--- src/rtl/mlfd_pkg.sv ---
// Shared types, constants and the magic-hunt step for the magic/length frame deframer.
`default_nettype none

package mlfd_pkg;

    localparam int          MAGIC_LEN_INT   = 5;
    localparam logic [2:0]  MAGIC_LEN       = 3'(MAGIC_LEN_INT);
    localparam logic [31:0] MAX_PAYLOAD_RST = 32'd1048576;

    // One result item: payload byte, last flag, announced frame length.
    typedef struct packed {
        logic [7:0]  payload_byte;
        logic        last_byte;
        logic [31:0] frame_length;
    } t_payload;

    typedef struct packed {
        logic     valid;
        t_payload data;
    } t_result;

    // Expected character of the magic "FRAME" at a given match position.
    function automatic logic [7:0] magic_char(logic [2:0] pos);
        logic [7:0] c;
        case (pos)
            3'd0:    c = 8'h46; // F
            3'd1:    c = 8'h52; // R
            3'd2:    c = 8'h41; // A
            3'd3:    c = 8'h4D; // M
            3'd4:    c = 8'h45; // E
            default: c = 8'h00;
        endcase
        return c;
    endfunction

    // Advance the match count by one byte; a mismatch on 'F' restarts at one.
    function automatic logic [2:0] hunt_advance(logic [2:0] m, logic [7:0] b);
        logic [2:0] r;
        if ((m < MAGIC_LEN) && (b == magic_char(m))) begin
            r = m + 3'd1;
        end else if (b == magic_char(3'd0)) begin
            r = 3'd1;
        end else begin
            r = 3'd0;
        end
        return r;
    endfunction

endpackage

`default_nettype wire

--- src/rtl/mlfd_core.sv ---
// Deframer state machine: magic hunt, length collection and payload pass-through.
`default_nettype none

module mlfd_core #(
    parameter int LENGTH_FIELD_BYTES = 4
) (
    input  wire logic             i_clk,
    input  wire logic             i_rst_n,
    input  wire logic             i_valid,
    input  wire logic [7:0]       i_byte,
    input  wire logic             i_cfg_wr_en,
    input  wire logic [31:0]      i_cfg_wr_data,
    output mlfd_pkg::t_result     o_result
);

    localparam int LBW      = (LENGTH_FIELD_BYTES > 1) ? $clog2(LENGTH_FIELD_BYTES) : 1;
    localparam int SHIFT_W  = 8 * LENGTH_FIELD_BYTES;
    localparam logic [LBW-1:0] LAST_POS = LBW'(LENGTH_FIELD_BYTES - 1);

    typedef enum logic [1:0] {
        PH_HUNT = 2'd0,
        PH_LEN  = 2'd1,
        PH_PAY  = 2'd2
    } t_phase;

    t_phase             r_phase,  n_phase;
    logic [2:0]         r_match,  n_match;
    logic [LBW-1:0]     r_cnt,    n_cnt;
    logic [SHIFT_W-1:0] r_shift,  n_shift;
    logic [31:0]        r_ann,    n_ann;
    logic [31:0]        r_rem,    n_rem;
    logic [31:0]        r_max;

    always_comb begin
        logic [31:0] len;
        logic [2:0]  m;
        n_phase  = r_phase;
        n_match  = r_match;
        n_cnt    = r_cnt;
        n_shift  = r_shift;
        n_ann    = r_ann;
        n_rem    = r_rem;
        len      = 32'(r_shift);
        m        = 3'd0;
        o_result = '0;
        if (i_valid) begin
            case (r_phase)
                PH_LEN: begin
                    n_shift[r_cnt*8 +: 8] = i_byte;
                    if (r_cnt == LAST_POS) begin
                        n_cnt = '0;
                        len   = 32'(n_shift);
                        if ((len == 32'd0) || (len > r_max)) begin
                            // rescan the rejected length bytes for a partial magic
                            n_phase = PH_HUNT;
                            m       = 3'd0;
                            for (int i = 0; i < LENGTH_FIELD_BYTES; i++) begin
                                m = mlfd_pkg::hunt_advance(m, n_shift[i*8 +: 8]);
                            end
                            n_match = m;
                        end else begin
                            n_ann   = len;
                            n_rem   = len;
                            n_phase = PH_PAY;
                        end
                    end else begin
                        n_cnt = r_cnt + LBW'(1);
                    end
                end
                PH_PAY: begin
                    n_rem                       = r_rem - 32'd1;
                    o_result.valid              = 1'b1;
                    o_result.data.payload_byte  = i_byte;
                    o_result.data.last_byte     = (n_rem == 32'd0);
                    o_result.data.frame_length  = r_ann;
                    if (n_rem == 32'd0) begin
                        n_phase = PH_HUNT;
                        n_match = 3'd0;
                    end
                end
                default: begin
                    n_phase = PH_HUNT;
                    m       = mlfd_pkg::hunt_advance(r_match, i_byte);
                    if (m == mlfd_pkg::MAGIC_LEN) begin
                        n_match = 3'd0;
                        n_cnt   = '0;
                        n_shift = '0;
                        n_phase = PH_LEN;
                    end else begin
                        n_match = m;
                    end
                end
            endcase
        end
    end

    always_ff @(posedge i_clk) begin
        if (!i_rst_n) begin
            r_phase <= PH_HUNT;
            r_match <= 3'd0;
            r_cnt   <= '0;
            r_shift <= '0;
            r_ann   <= 32'd0;
            r_rem   <= 32'd0;
            r_max   <= mlfd_pkg::MAX_PAYLOAD_RST;
        end else begin
            r_phase <= n_phase;
            r_match <= n_match;
            r_cnt   <= n_cnt;
            r_shift <= n_shift;
            r_ann   <= n_ann;
            r_rem   <= n_rem;
            if (i_cfg_wr_en) begin
                r_max <= i_cfg_wr_data;
            end
        end
    end

endmodule

`default_nettype wire

--- src/rtl/mlfd_skid.sv ---
// Output register with one skid stage for the result stream.
`default_nettype none

module mlfd_skid (
    input  wire logic               i_clk,
    input  wire logic               i_rst_n,
    input  wire logic               i_valid,
    input  wire mlfd_pkg::t_payload i_data,
    output logic                    o_ready,
    output logic                    o_valid,
    output mlfd_pkg::t_payload      o_data,
    input  wire logic               i_ready
);

    logic               r_out_v;
    logic               r_skid_v;
    mlfd_pkg::t_payload r_out;
    mlfd_pkg::t_payload r_skid;
    logic               out_take;

    assign out_take = r_out_v && i_ready;
    assign o_ready  = !r_skid_v;
    assign o_valid  = r_out_v;
    assign o_data   = r_out;

    always_ff @(posedge i_clk) begin
        if (!i_rst_n) begin
            r_out_v  <= 1'b0;
            r_skid_v <= 1'b0;
        end else if (r_skid_v) begin
            // drain the skid stage once the output request is taken
            if (out_take) begin
                r_out    <= r_skid;
                r_skid_v <= 1'b0;
            end
        end else if (i_valid) begin
            if (!r_out_v || out_take) begin
                r_out   <= i_data;
                r_out_v <= 1'b1;
            end else begin
                r_skid   <= i_data;
                r_skid_v <= 1'b1;
            end
        end else if (out_take) begin
            r_out_v <= 1'b0;
        end
    end

endmodule

`default_nettype wire

--- src/rtl/magic_length_frame_deframer.sv ---
// Top level of the magic/length frame deframer: byte stream in, payload stream out.
// Takes one received byte per cycle while o_s_tready is high and hunts for the ASCII magic
// "FRAME", then collects a LENGTH_FIELD_BYTES little-endian payload length and passes that
// many bytes out, one request per byte, with tlast on the final byte and the announced length
// beside it. A zero length or one above the max_payload_length register drops the header and
// rescans the length bytes for a partial magic. Every byte is handled in the cycle it is
// accepted, so the block sustains one byte per cycle while the output is not stalled; results
// go through an output register and a one-entry skid stage, and o_s_tready drops only while
// that skid stage holds a request. Configure the register only while idle.
`default_nettype none

module magic_length_frame_deframer #(
    parameter int LENGTH_FIELD_BYTES = 4
) (
    input  wire logic        i_clk,
    input  wire logic        i_rst_n,
    input  wire logic        i_cfg_wr_en,
    input  wire logic [31:0] i_cfg_wr_data,   // max_payload_length
    input  wire logic        i_s_tvalid,
    output logic             o_s_tready,
    input  wire logic [7:0]  i_s_tdata,       // [7:0] rx_byte
    output logic             o_m_tvalid,
    input  wire logic        i_m_tready,
    output logic [39:0]      o_m_tdata,       // [7:0] payload_byte, [39:8] frame_length
    output logic             o_m_tlast        // last_byte
);

    mlfd_pkg::t_result  w_res;
    mlfd_pkg::t_payload w_out;
    logic               w_accept;

    assign w_accept = i_s_tvalid && o_s_tready;

    mlfd_core #(
        .LENGTH_FIELD_BYTES(LENGTH_FIELD_BYTES)
    ) u_core (
        .i_clk         (i_clk),
        .i_rst_n       (i_rst_n),
        .i_valid       (w_accept),
        .i_byte        (i_s_tdata),
        .i_cfg_wr_en   (i_cfg_wr_en),
        .i_cfg_wr_data (i_cfg_wr_data),
        .o_result      (w_res)
    );

    mlfd_skid u_skid (
        .i_clk   (i_clk),
        .i_rst_n (i_rst_n),
        .i_valid (w_res.valid),
        .i_data  (w_res.data),
        .o_ready (o_s_tready),
        .o_valid (o_m_tvalid),
        .o_data  (w_out),
        .i_ready (i_m_tready)
    );

    assign o_m_tdata = {w_out.frame_length, w_out.payload_byte};
    assign o_m_tlast = w_out.last_byte;

    // a full skid stage implies the output register also holds a request
    a_skid_implies_out: assert property (@(posedge i_clk) disable iff (!i_rst_n)
        !o_s_tready |-> o_m_tvalid)
        else $error("skid stage full while output register empty");

    // the input stalls only after an output request went untaken
    a_stall_cause: assert property (@(posedge i_clk) disable iff (!i_rst_n)
        !o_s_tready |-> $past(o_m_tvalid) && !$past(i_m_tready))
        else $error("input stalled without output backpressure");

    // an accepted frame never announces a zero length
    a_len_nonzero: assert property (@(posedge i_clk) disable iff (!i_rst_n)
        w_res.valid |-> (w_res.data.frame_length != 32'd0))
        else $error("payload byte with zero frame length");

endmodule

`default_nettype wire

--- config.mk ---
export PLATFORM = sky130hd
export DESIGN_NAME = magic_length_frame_deframer
export DESIGN_NICKNAME = d
export VERILOG_FILES = /design/src/rtl/mlfd_pkg.sv /design/src/rtl/mlfd_core.sv /design/src/rtl/mlfd_skid.sv /design/src/rtl/magic_length_frame_deframer.sv
export SDC_FILE = /design/constraint.sdc
export NUM_CORES = 1
export LEC_CHECK = 0
export BUFFER_PORTS_ARGS = -buffer_cell sky130_fd_sc_hd__buf_2
export CORE_ASPECT_RATIO = 0.5
export CORE_MARGIN = 1
export CORE_UTILIZATION = 43
export DETAILED_ROUTE_END_ITERATION = 8
export GPL_ROUTABILITY_DRIVEN = 0
export PLACE_DENSITY = 0.72
export SLEW_MARGIN = 0
export SYNTH_ARGS = -nofsm -noshare
export SYNTH_HDL_FRONTEND = slang
export SYNTH_HIERARCHICAL = 1
export SYNTH_SLANG_ARGS = --single-unit
--- constraint.sdc ---
create_clock -name i_clk -period 5.7 [get_ports i_clk]
set_input_delay 0.855 -clock i_clk [delete_from_list [all_inputs] [get_ports i_clk]]
set_output_delay 0.855 -clock i_clk [all_outputs]
set_load 0.02 [all_outputs]
==> flow_metrics.env <==
export IMPL_status="complete, no violations"
export IMPL_p_leak_nw=5.672
export IMPL_mappedNetlistNets=1352
export IMPL_synthesis_yosys_warnings=6
export IMPL_cts_resized=0
export IMPL_dieWidth_um=236.4
export IMPL_synth_top_cell_area_share_pct=23.23
export IMPL_final_fill_count=2428
export IMPL_timing_critical_path_slowest_cell_delay_ns=0.52
export IMPL_detail_route_first_pass_iterations=7
export IMPL_synth_top_flop_cell="dfxtp_1"
export IMPL_rsz0062_at_grt="false"
export IMPL_regToRegEndpoint="u_core/r_match[0]"
export IMPL_numPlacedInstances=1639
export IMPL_seq_area_frac_synth_pct=44.08
export IMPL_critical_path_max_fanout=10
export IMPL_setup_viol=0
export IMPL_worst_skew_pair_late_latency_ns=0.51
export IMPL_post_cts_setup_buffer_count=0
export IMPL_ant_nets=0
export IMPL_std_cell_rows=42
export IMPL_drt_wl_total_um=32860
export IMPL_rr_startpoint="u_core/r_cnt[1]"
export IMPL_final_min_clock_period_ns=5.508
export IMPL_gr_usage_all_layers_pct=22.88
export IMPL_max_vdd_ir_drop_uv=210.8
export IMPL_timing_worst_slew_pin_value_ns=1.306
export IMPL_area_of_the_die_um2=28170
export IMPL_dpl_hpwl_um=23450
export IMPL_setup_tns_ns=0
export IMPL_yosys_cell_count_top_type="nor2_1"
export IMPL_root_buffer="clkbuf_16"
export IMPL_fp_dieH_um=119.2
export IMPL_part_of_the_cycle_the_worst_path_needs_pct=96.63
export IMPL_max_cap_viol=0
export IMPL_grt_start_max_net_pins=98
export IMPL_cts_hold_buf=0
export IMPL_cts_path_max_buffers=3
export IMPL_drt_drc_violations_left=0
export IMPL_cts_tree="built"
export IMPL_fraction_of_layout_cells_with_a_size_suffix_above_1_pct=17.78
export IMPL_area_of_the_core_um2=26700
export IMPL_timing_critical_path_required_ns=6.13
export IMPL_synthesis_area_um2=11810
export IMPL_synth_async_reset_ratio_pct=0
export IMPL_cell_taking_the_most_area_after_synthesis="dfxtp_1"
export IMPL_fin_hold_ws_ns=0.4848
export IMPL_cp_common_cell="ha_1"
export IMPL_synth_edff_count=82
export IMPL_final_hold_viol_count=0
export IMPL_via_per_inst=5.989
export IMPL_port_buffer_count=87
export IMPL_post_synth_inst_count=1255
export IMPL_slew_limit_headroom_pct=12.72
export IMPL_design_portCount=88
export IMPL_number_of_levels_in_the_clock_h_tree=1
export IMPL_worstHoldPathType="flip-flop to flip-flop"
export IMPL_nNetsFinal=1408
export IMPL_worst_r2r_path_depth=20
export IMPL_antenna_found_initial=0
export IMPL_setup_slack_of_the_most_critical_reg_to_reg_path_ns=0.19
export IMPL_synth_avg_cell_area_um2=9.409
export IMPL_start_kind="flip-flop"
export IMPL_drt_initial_drc_count=1481
export IMPL_stdcell_count=1679
export IMPL_worst_setup_path_endpoint="u_core/r_match[0]"
export IMPL_routedWlPerCell_um=19.57
export IMPL_tritoncts_num_buffers=22
export IMPL_synth_seq_cells=219
export IMPL_worst_setup_path_end_kind="flip-flop"
export IMPL_clkSlewWorstSetupHoldPaths_ns=0.07
export IMPL_drv_slew=0
export IMPL_n_diodes=0
export IMPL_crit_path_top_delay_cell="o311ai_0"
export IMPL_finalClockSkew_ns=0.008472
export IMPL_crit_chain="inv_1 > ha_1 > nor2_1 > a31oi_1 > nand4_1 > or2_2 > nor4_1 > ha_1 > xor2_1 > nor3_2 > and3_1 > o21ai_1 > inv_1 > ha_1 > nor3_1 > a21oi_1 > o311ai_0 > o2111a_1 > nand4_1 > a31oi_1"
export IMPL_critical_path_arrival_ns=5.94
export IMPL_grt_pass1_vias=9297
export IMPL_worst_setup_path_startpoint="u_core/r_cnt[1]"
export IMPL_ys_types=78
export IMPL_initial_core_util_pct=44.24
export IMPL_overflow=0
export IMPL_netlist_top_cells_area="dfxtp_1, edfxtp_1, ha_1"
export IMPL_maxClockFrequency_mhz=181.6
export IMPL_grt_pass1_wl_um=51540
export IMPL_vias=10060
export IMPL_power_density_nw_per_um2=244.1
export IMPL_layout_area_overhead_vs_synth_pct=12.49
export IMPL_category_of_the_critical_setup_timing_path="flip-flop to flip-flop"
export IMPL_cts_sinks=219
export IMPL_ys_top_cells_by_count="nor2_1, dfxtp_1, edfxtp_1, inv_1, nand2_1"
area by class of cell:
| type | count | area [um2] | share of cell area, % |
|---|---|---|---|
| Timing Repair Buffer | 117 | 685.7 | 5.162 |
| Sequential cell | 219 | 5206 | 39.19 |
| Multi-Input combinational cell | 868 | 5906 | 44.46 |
| Inverter | 83 | 312.8 | 2.355 |
| Tap cell | 352 | 440.4 | 3.315 |
| Clock inverter | 7 | 77.57 | 0.5840 |
| Clock buffer | 33 | 655.6 | 4.935 |
placed cells by master, fill, tap and decap left out, types with 24 or more instances in the layout:
cell,netlist,routed
dfxtp_1,137,136
ha_1,52,51
inv_1,82,83
a31oi_1,31,28
nand3_1,27,27
mux2_2,43,43
nor2b_1,43,43
buf_2,8,87
nor2_1,152,152
and3_1,42,42
nor3_1,25,24
mux2i_1,42,42
o21ai_0,41,40
a21oi_1,58,58
a22oi_1,34,34
edfxtp_1,82,82
nand2_1,59,59
buf_4,3,28
power breakdown:
part	internal, W	leakage (nW)	switching [W]	total [W]
Combinational	0.0000558	3.41	0.0000949	0.000151
Sequential	0.00162	1.91	0.00000931	0.00163
Clock	0.000844	0.354	0.000613	0.00146
Total	0.00252	5.67	0.000718	0.00324
critical path, delay by kind of cell (launching register included):
family	cells	cell delay, ns
flip-flops	1	0.41
AO/OA/AOI/OAI	6	1.87
adder cells (fa/ha/maj)	3	1.05
XOR/XNOR	1	0.21
buffers and inverters	2	0.23
AND/OR/NAND/NOR	8	1.67
flip-flops by register name, summed over array words and instances, names as in the netlist:
| name | count |
|---|---|
| u_skid/o_data | 41 |
| u_core/r_rem | 32 |
| u_core/r_shift | 32 |
| u_core/r_max | 32 |
| u_core/r_cnt | 2 |
| u_skid/r_skid_v | 1 |
| u_core/r_phase | 2 |
| u_skid/r_skid | 41 |
| u_core/r_match | 3 |
| u_core/r_ann | 32 |
| u_skid/o_valid | 1 |
routing by layer:
layer / part of all wire, % / vias to the layer above / GRT usage (%) / wire, um
li1: - / 4662 / - / -
met1: 45 / 4791 / 32.89 / 14670
met2: 42 / 520 / 34.23 / 13820
met3: 10 / 83 / 5.123 / 3387
met4: 3.0 / 0 / 6.615 / 979
met5: 0 / - / 0 / 0
worst min-delay path by stage:
stage,slack (ns),start,cells past startpoint,endpoint
after floorplan,0.43,u_core/r_shift[0],2,u_core/r_shift[0]
after global placement,0.45,u_core/r_shift[0],2,u_core/r_shift[0]
after detailed placement,0.46,u_core/r_shift[0],2,u_core/r_shift[0]
after CTS,0.48,u_core/r_phase[1],2,u_core/r_phase[1]
after global routing,0.50,u_core/r_phase[1],2,u_core/r_phase[1]
final,0.48,u_core/r_shift[0],2,u_core/r_shift[0]
cells by family (layout without fill, tap and decap cells):
logic type      count (synthesis)  after routing  share of synthesized area, %
flops                         219            219                         44.08
compound gates                287            287                         16.91
buf+inv                       168            240                         6.315
mux                            85             85                         7.660
fa+ha+maj                      52             52                         5.510
simple gates                  432            432                         18.64
xor+xnor                       12             12                        0.8900
per-stage QoR:
step,setup WS [ns],instance area (um2),util [%],total power (W)
after detailed placement,0.3171,12530,46.93,0.001815
after global placement,0.6024,12530,46.93,0.001807
after global routing,0.01891,13280,49.76,0.003347
after CTS,0.3285,13260,49.67,0.003260
after floorplan,0.7749,11810,-,0.001760
final,0.1923,13280,49.76,0.003242
Note: power is estimated with default switching activity, not from simulation.
